## src/rtl/assert_macros.svh

```systemverilog
// Assertion macros shared by the text console RTL.
// Needs nothing else; included by the files that carry assertions.
`ifndef ASSERT_MACROS_SVH
`define ASSERT_MACROS_SVH

// expr holds at every clock edge out of reset
`define TCW_ASSERT_ALWAYS(label, clk, rst, expr, msg) \
   label: assert property (@(posedge clk) disable iff (rst) (expr)) else $error(msg);

// ante at an edge implies cons at the same edge
`define TCW_ASSERT_IMP(label, clk, rst, ante, cons, msg) \
   label: assert property (@(posedge clk) disable iff (rst) (ante) |-> (cons)) else $error(msg);

// ante at an edge implies cons at the next edge
`define TCW_ASSERT_NEXT(label, clk, rst, ante, cons, msg) \
   label: assert property (@(posedge clk) disable iff (rst) (ante) |=> (cons)) else $error(msg);

`endif

```

## src/rtl/tcw_pkg.sv

```systemverilog
// Package for the text console writer: geometry, codes, payload and link types.
// No dependencies.
`default_nettype none

package tcw_pkg;

   localparam int COLS  = 80;
   localparam int ROWS  = 25;
   localparam int CELLS = ROWS * COLS;

   localparam int ADDR_W = $clog2(CELLS);
   localparam int CNT_W  = $clog2(CELLS + 1);
   localparam int ROW_W  = (ROWS > 1) ? $clog2(ROWS) : 1;
   localparam int COL_W  = $clog2(COLS + 1);

   localparam int ROW_FIELD_W = 5;
   localparam int COL_FIELD_W = 7;

   localparam logic [CNT_W-1:0]  CNT_LAST    = CNT_W'(CELLS - 1);
   localparam logic [CNT_W-1:0]  CNT_END     = CNT_W'(CELLS);
   localparam logic [CNT_W-1:0]  CNT_SHIFT   = CNT_W'(CELLS - COLS);
   localparam logic [CNT_W-1:0]  CNT_COLS    = CNT_W'(COLS);
   localparam logic [ADDR_W-1:0] BOTTOM_ADDR = ADDR_W'((ROWS - 1) * COLS);
   localparam logic [ROW_W-1:0]  ROW_LAST    = ROW_W'(ROWS - 1);
   localparam logic [COL_W-1:0]  COL_FULL    = COL_W'(COLS);

   // actions
   localparam logic [1:0] ACT_PUT   = 2'd0;
   localparam logic [1:0] ACT_CLEAR = 2'd1;
   localparam logic [1:0] ACT_READ  = 2'd2;

   // characters
   localparam logic [7:0] NEWLINE_CODE = 8'h0A;
   localparam logic [7:0] SPACE_CODE   = 8'h20;

   // configuration register indexes
   localparam logic [1:0] CSR_FG_COLOR = 2'd0;
   localparam logic [1:0] CSR_BG_COLOR = 2'd1;

   typedef logic [15:0] cell_type;   // {attr, char}

   typedef struct packed {
      logic [1:0] action;
      logic [7:0] char_code;
      logic [4:0] read_row;
      logic [6:0] read_col;
   } req_type;

   typedef struct packed {
      logic [7:0]             cell_char;
      logic [7:0]             cell_attr;
      logic [ROW_FIELD_W-1:0] cursor_row_out;
      logic [COL_FIELD_W-1:0] cursor_col_out;
   } rsp_type;

   typedef struct packed {
      logic              wr_en;
      logic [ADDR_W-1:0] wr_addr;
      cell_type          wr_data;
      logic              rd_en;
      logic [ADDR_W-1:0] rd_addr;
   } mem_req_type;

   typedef struct packed {
      logic                   busy;
      logic                   done;
      logic                   done_read;
      logic [ROW_FIELD_W-1:0] cursor_row;
      logic [COL_FIELD_W-1:0] cursor_col;
   } seq_status_type;

   typedef enum logic [1:0] {
      ST_IDLE,
      ST_CLEAR,
      ST_SCROLL,
      ST_TAIL
   } state_type;

   function automatic logic [ADDR_W-1:0] cell_addr(input logic [ROW_W-1:0] row,
                                                   input logic [COL_W-1:0] col);
      return ADDR_W'(int'(row) * COLS + int'(col));
   endfunction

endpackage

`default_nettype wire

```

## src/rtl/tcw_seq.sv

```systemverilog
// Sequencer: cursor, one address counter swept for clear and scroll, store requests.
// Depends on tcw_pkg and assert_macros.svh.
`default_nettype none
`include "assert_macros.svh"

module tcw_seq (
   input  logic                    clock,
   input  logic                    reset,
   input  logic                    accept,
   input  tcw_pkg::req_type        req,
   input  logic [3:0]              fg_color,
   input  logic [3:0]              bg_color,
   input  tcw_pkg::cell_type       rd_data,
   output tcw_pkg::mem_req_type    mem_req,
   output tcw_pkg::seq_status_type status
);
   import tcw_pkg::*;

   state_type        state_ff, state_in;
   logic [CNT_W-1:0] cnt_ff, cnt_in;
   logic [ROW_W-1:0] row_ff, row_in;
   logic [COL_W-1:0] col_ff, col_in;
   logic             put_char_ff, put_char_in;
   logic [7:0]       char_ff, char_in;

   logic             is_put, is_nl, need_nl, scroll, in_range;
   logic [ROW_W-1:0] wr_row;
   logic [COL_W-1:0] wr_col;
   logic [7:0]       attr;
   logic             done, done_read;

   // decode of the offered item against the cursor
   always_comb begin
      is_put   = req.action == ACT_PUT;
      is_nl    = req.char_code == NEWLINE_CODE;
      need_nl  = is_put && (is_nl || col_ff >= COL_FULL);
      scroll   = need_nl && (row_ff == ROW_LAST);
      wr_row   = need_nl ? row_ff + ROW_W'(1) : row_ff;
      wr_col   = need_nl ? '0 : col_ff;
      in_range = (int'(req.read_row) < ROWS) && (int'(req.read_col) < COLS);
      attr     = {bg_color, fg_color};
   end

   // next state
   always_comb begin
      state_in = state_ff;
      case (state_ff)
         ST_IDLE: begin
            if (accept) begin
               if (is_put && scroll) begin
                  state_in = ST_SCROLL;
               end else if (req.action == ACT_CLEAR) begin
                  state_in = ST_CLEAR;
               end
            end
         end
         ST_CLEAR: begin
            if (cnt_ff == CNT_LAST) begin
               state_in = ST_TAIL;
            end
         end
         ST_SCROLL: begin
            if (cnt_ff == CNT_END) begin
               state_in = ST_TAIL;
            end
         end
         ST_TAIL: begin
            state_in = ST_IDLE;
         end
         default: begin
            state_in = ST_IDLE;
         end
      endcase
   end

   // cursor, counter and held character
   always_comb begin
      cnt_in      = cnt_ff;
      row_in      = row_ff;
      col_in      = col_ff;
      put_char_in = put_char_ff;
      char_in     = char_ff;
      case (state_ff)
         ST_IDLE: begin
            if (accept) begin
               cnt_in      = '0;
               put_char_in = is_put && !is_nl;
               char_in     = req.char_code;
               if (is_put) begin
                  if (scroll) begin
                     col_in = is_nl ? '0 : COL_W'(1);
                  end else if (is_nl) begin
                     row_in = wr_row;
                     col_in = '0;
                  end else begin
                     row_in = wr_row;
                     col_in = wr_col + COL_W'(1);
                  end
               end
            end
         end
         ST_CLEAR, ST_SCROLL: begin
            cnt_in = cnt_ff + CNT_W'(1);
         end
         ST_TAIL: begin
            put_char_in = 1'b0;
         end
         default: begin
            cnt_in = '0;
         end
      endcase
   end

   // store requests and completion
   always_comb begin
      mem_req   = '0;
      done      = 1'b0;
      done_read = 1'b0;
      case (state_ff)
         ST_IDLE: begin
            if (accept && is_put && !is_nl && !scroll) begin
               mem_req.wr_en   = 1'b1;
               mem_req.wr_addr = cell_addr(wr_row, wr_col);
               mem_req.wr_data = {attr, req.char_code};
            end
            if (accept && req.action == ACT_READ && in_range) begin
               mem_req.rd_en   = 1'b1;
               mem_req.rd_addr = cell_addr(ROW_W'(req.read_row), COL_W'(req.read_col));
            end
            done      = accept && !(is_put && scroll) && req.action != ACT_CLEAR;
            done_read = accept && req.action == ACT_READ && in_range;
         end
         ST_CLEAR: begin
            mem_req.wr_en   = 1'b1;
            mem_req.wr_addr = ADDR_W'(cnt_ff);
            mem_req.wr_data = {attr, SPACE_CODE};
         end
         ST_SCROLL: begin
            // read one row ahead, write back in the next cycle
            mem_req.rd_en   = cnt_ff < CNT_SHIFT;
            mem_req.rd_addr = ADDR_W'(cnt_ff + CNT_COLS);
            mem_req.wr_en   = cnt_ff != '0;
            mem_req.wr_addr = ADDR_W'(cnt_ff - CNT_W'(1));
            mem_req.wr_data = (cnt_ff <= CNT_SHIFT) ? rd_data : {attr, SPACE_CODE};
         end
         ST_TAIL: begin
            mem_req.wr_en   = put_char_ff;
            mem_req.wr_addr = BOTTOM_ADDR;
            mem_req.wr_data = {attr, char_ff};
            done            = 1'b1;
         end
         default: begin
            mem_req = '0;
         end
      endcase
   end

   always_comb begin
      status.busy       = state_ff != ST_IDLE;
      status.done       = done;
      status.done_read  = done_read;
      status.cursor_row = ROW_FIELD_W'(row_ff);
      status.cursor_col = COL_FIELD_W'(col_ff);
   end

   always_ff @(posedge clock) begin
      if (reset) begin
         state_ff    <= ST_IDLE;
         row_ff      <= '0;
         col_ff      <= '0;
         put_char_ff <= 1'b0;
      end else begin
         state_ff    <= state_in;
         row_ff      <= row_in;
         col_ff      <= col_in;
         put_char_ff <= put_char_in;
      end
   end

   always_ff @(posedge clock) begin
      cnt_ff  <= cnt_in;
      char_ff <= char_in;
   end

   `TCW_ASSERT_ALWAYS(a_cursor_bound, clock, reset, (row_ff <= ROW_LAST) && (col_ff <= COL_FULL), "cursor out of screen")
   `TCW_ASSERT_NEXT(a_scroll_end, clock, reset, (state_ff == ST_SCROLL) && (cnt_ff == CNT_END), state_ff == ST_TAIL, "scroll sweep did not finish")
   `TCW_ASSERT_IMP(a_idle_write, clock, reset, mem_req.wr_en && (state_ff == ST_IDLE), accept && (req.action == ACT_PUT), "idle write without put transfer")

endmodule

`default_nettype wire

```

## config.mk

```make
export PLATFORM = sky130hd
export DESIGN_NAME = tcw_seq
export DESIGN_NICKNAME = d
export VERILOG_FILES = /design/src/rtl/tcw_pkg.sv /design/src/rtl/tcw_seq.sv
export VERILOG_INCLUDE_DIRS = /design/src /design/src/rtl
export SDC_FILE = /design/constraint.sdc
export NUM_CORES = 1
export LEC_CHECK = 0
export BUFFER_PORTS_ARGS = -buffer_cell sky130_fd_sc_hd__buf_2
export CELL_PAD_IN_SITES_DETAIL_PLACEMENT = 1
export CELL_PAD_IN_SITES_GLOBAL_PLACEMENT = 2
export CORE_ASPECT_RATIO = 0.5
export CORE_MARGIN = 1
export CORE_UTILIZATION = 27
export CTS_CLUSTER_DIAMETER = 50
export DETAILED_ROUTE_END_ITERATION = 7
export HOLD_SLACK_MARGIN = 0.15
export PLACE_DENSITY = 0.74
export RECOVER_POWER = 100
export SLEW_MARGIN = 20
export SYNTH_ARGS = -nofsm -noshare
export SYNTH_HDL_FRONTEND = slang
export SYNTH_SLANG_ARGS = --single-unit
```

## constraint.sdc

```tcl
create_clock -name clock -period 4.25 [get_ports clock]
set_input_delay 0.6375 -clock clock [delete_from_list [all_inputs] [get_ports clock]]
set_output_delay 0.6375 -clock clock [all_outputs]
set_load 0.1 [all_outputs]
```

[Word-level counts from Yosys, hierarchy flattened]
Cells that the tools add are included.
Storage, ports and cells
  bits in registers: 34
  bits in latches: 0
  RAM bits: 0
  bits in read-only memories: 0
  word-level logic and storage cells: 86
  memories kept: 0
Cells by class
  add/sub/neg operators: 7
  multiply operators: 2
  divide/modulo/power cells: 0
  order comparisons: 5
  equality and inequality tests: 14
  shift-type cells: 0
  multiplexer cells: 22
  bitwise gates (word level): 1
  reduce and logical (&&, ||, !) cells: 29
Operators by type and width (number)
  $pmux 28 s4: 1
  $mux 28: 1
  $pmux 12 s2: 1
  $add 11x7->11: 2
  $eq 11x11->1 const B: 2
  $pmux 11 s2: 1
  $mux 7: 3
  $mux 16: 1
  $mul 5x3->7 const B: 2
  $logic_and 1x1->1: 12
  $mux 12: 1
  $add 11x1->11 const B: 1
  $add 11x7->11 const B: 1
  $le 11x11->1 const B: 1
  $lt 11x11->1 const B: 1
  $mux 11: 1
  $reduce_bool 11->1: 1
  $sub 11x1->11 const B: 1
  $mux 2: 5
  $eq 8x4->1 const B: 1
  $pmux 2 s4: 1
  $reduce_and 4->1: 2
  $add 7x1->7 const B: 1
  $ge 7x7->1 const B: 1
  other kinds (20): 35

[Logic depth before layout (Yosys ltp)]
  depth in word-level cells: 9
  mapped depth: 14

[Worst setup path after synthesis]
Ideal clock, no wire load.
  path kind: reg-to-output
  from: register col_ff[4]
  to: output mem_req[38] (netlist name)
  arrival time: 5.272 ns
  setup slack: -1.660 ns
  cell stages (with the launch flop): 12
  buffers on the path: 0
  cell sequence: dfxtp_1 > o21a_1 > a21oi_2 > nor2_1 > o21ai_0 > ha_1 > ha_1 > fa_1 > nand2_1 > o41a_1 > and2_1 > o221ai_1
RTL lines
  from (decl): line tcw_seq.sv:22  | logic [COL_W-1:0] col_ff, col_in;
  from (signal assigned): line tcw_seq.sv:175  | col_ff <= col_in;
  to (decl): line tcw_seq.sv:14  | output tcw_pkg::mem_req_type mem_req,

==> results.ini <==
[timing]
slew_viol_final = 0
skew_ns = 0.00827
worstMarginPinSlew_ns = 0.755
rsz0062_at_grt = true
setup_ws_ns = 0.00813
slew_headroom = 0.495
finalCriticalPeriod_ns = 4.24
max_freq_mhz = 236
hold_viol_final = 0
setup_viol = 0
timing.final.crit_share = 0.998
tns_ns = 0

[floorplanning]
die_area_um2 = 13600
die_w_um = 164
initial_core_util = 0.279
die_h_um = 83.1
ios = 104
rows = 29
core_um2 = 12700

[logic_synthesis]
async_flop_share = 0
synth_area_um2 = 3550
yosys.area_share.adder = 0.135
synth_edf_count = 19
synthTopCellsByArea = edfxtp_1 (16%), ha_1 (11%), dfxtp_1 (8.5%)
ys_warn_count = 0
yosysUniqueCellTypes = 65
synth_top_cell_area_share = 0.161
syn_avg_cell_area_um2 = 8.47
synthFlopType = edfxtp_1
synth-xor-area-share = 0.0864
syn_nets = 504
synth_largest_area_cell = edfxtp_1
synth-seq-area-share = 0.245
syn_inst = 419
ys_ff_latch = 34
synth_compound_area_frac = 0.268
synthSimpleGateAreaFrac = 0.194
muxShareOfSynthArea = 0.00564
synth_top_family_by_area = compound AO/OA/AOI/OAI gates

[global_route]
grt_pass1_vias = 3732
grt_max_degree = 26
antenna_found_initial = 0
grt_overflow = 0
grt_pass1_wl_um = 19500
grt_use_total = 0.182

[final_layout]
seq_area_um2 = 880
fin_util = 0.395
nFillCells = 1519
syn_to_final_growth_pct = 41.7
final_cell_mix = buf_2 (82), buf_4 (33), nand2_1 (31), ha_1 (31), inv_1 (25)
layout-drive-gt1-share = 0.334
antenna_cells = 0
nNetsFinal = 620
multi_input_area_um2 = 2600
final_common_cell = buf_2

[placed_design]
hpwl_um = 9410
port_buffers = 103
place_congestion = 0.789
place_ws_ns = -0.213

[drt]
wl_um = 12300
drtIter0Drc = 185
wl_met3_um = 296
drc = 0
top_layer_used = met4
wl_met2_um = 5790
ant_nets = 0
first_pass_iters = 7
via_count = 3640
vias_per_cell = 5.16
wl_met1_um = 6050
wl_per_cell_um = 17.4

[min_path]
hp-class = flip-flop to flip-flop

[pwr]
ir_worst_vdd_mv = 0.543
leakagePower_nw = 2.23
power_density_nw_per_um2 = 688

[setup_path]
start_kind = primary input
critPathArrivalTime_ns = 3.60
required_ns = 3.61
crit_type = primary input to primary output
crit_fanout = 3
end_kind = primary output

[clock_tree]
clock_sinks = 34
clk_path_buf_depth = 2
clk_pin_slew_ns = 0.06
ctsHoldBuffers = 0
root_buffer = clkbuf_16
clk_latency_ns = 0.29
tritoncts = built
htreeDepth = 2
cts_buffers = 5

[status]
status = complete, no violations

[flow_run]
cap_violations = 0

==> worst max-delay path: stages <==
cell,delay [ns]
buf_2,0.13
or4_4,0.54
o211ai_1,0.20
o211ai_1,0.16
ha_1,0.37
fa_2,0.62
nand2_4,0.08
o41a_1,0.33
and2_4,0.15
o221ai_4,0.16
buf_12,0.20
==> flip-flops by register name (all words and copies together), names as in the netlist <==
name	count
col_ff	7
put_char_ff	1
cnt_ff	11
char_ff	8
state_ff	2
row_ff	5
==> per-layer routing <==
metal	up-vias	track usage
met5	-	0
met4	0	0.0362
met3	9	0.0310
met2	47	0.297
met1	1806	0.250
li1	1778	-
==> cell usage after synthesis (all sizes together) (2+ instances only) <==
| library cell | n |
|---|---|
| fa | 4 |
| nor3 | 5 |
| a311oi | 4 |
| mux2i | 2 |
| a21boi | 3 |
| o211ai | 3 |
| xor2 | 9 |
| a222oi | 7 |
| a221o | 3 |
| a21oi | 21 |
| xnor2 | 26 |
| o221ai | 4 |
| nand4 | 6 |
| o21ai | 27 |
| and2 | 10 |
| ha | 32 |
| buf | 10 |
| o21a | 2 |
| edfxtp | 19 |
| nand3b | 2 |
| a31oi | 5 |
| nand3 | 4 |
| nor2b | 13 |
| dfxtp | 15 |
| nand2b | 4 |
| and3 | 4 |
| inv | 25 |
| nand2 | 32 |
| a22o | 13 |
| o22ai | 4 |
| a22oi | 10 |
| clkbuf | 19 |
| nor2 | 25 |
| nor4b | 2 |
| or3 | 4 |
| nor4 | 6 |
| a221oi | 3 |
| a21o | 9 |
| nand4b | 2 |
| nor3b | 4 |
==> final cells by class <==
class,count,share of cell area
tap,170,0.0423
inverter,26,0.0194
multi-input combinational,330,0.517
clock buffer,5,0.0249
sequential,34,0.175
clock inverter,3,0.0137
timing repair buffer,138,0.208
==> path summary, 6_finish.rpt <==
path                            cells past startpoint  slack [ns]       from           to
worst max-delay path                               11       0.008    req[19]  mem_req[38]
worst min-delay path                                2        0.51  col_ff[6]    col_ff[6]
worst max register to register                      9        1.54  col_ff[4]    col_ff[4]
worst min register to register                      2        0.51  col_ff[6]    col_ff[6]
==> through the flow <==
stage,power (mW),std cells,instance area [um^2],hold slack [ns]
after floorplan,2.36,419,3650,0.454
after global placement,2.94,692,4690,0.497
after detailed placement,2.96,692,4690,0.498
after CTS,3.48,704,4940,0.507
after global routing,3.65,706,5030,0.541
final,3.46,706,5030,0.508
==> kinds of logic after synthesis <==
kind of cell | Yosys count
XOR/XNOR | 35
AND/OR/NAND/NOR | 128
AO/OA/AOI/OAI | 129
adder cells (fa/ha/maj) | 36
buffers and inverters | 55
flip-flops | 34
multiplexers | 2
==> repair_timing <==
item / in CTS / in global routing
setup endpoints to repair: 2 / 2
resized for setup: 5 / 19
hold endpoints to repair: 0 / 0
pin swaps: 11 / 3
setup buffers: 4 / 2
==> report_power, final <==
part	switching, mW	internal (mW)	total, mW
sequential	0.167	0.481	0.648
clock	0.163	0.338	0.500
combinational	1.63	0.684	2.31
total	1.96	1.50	3.46
(Power assumes the default switching activity.)
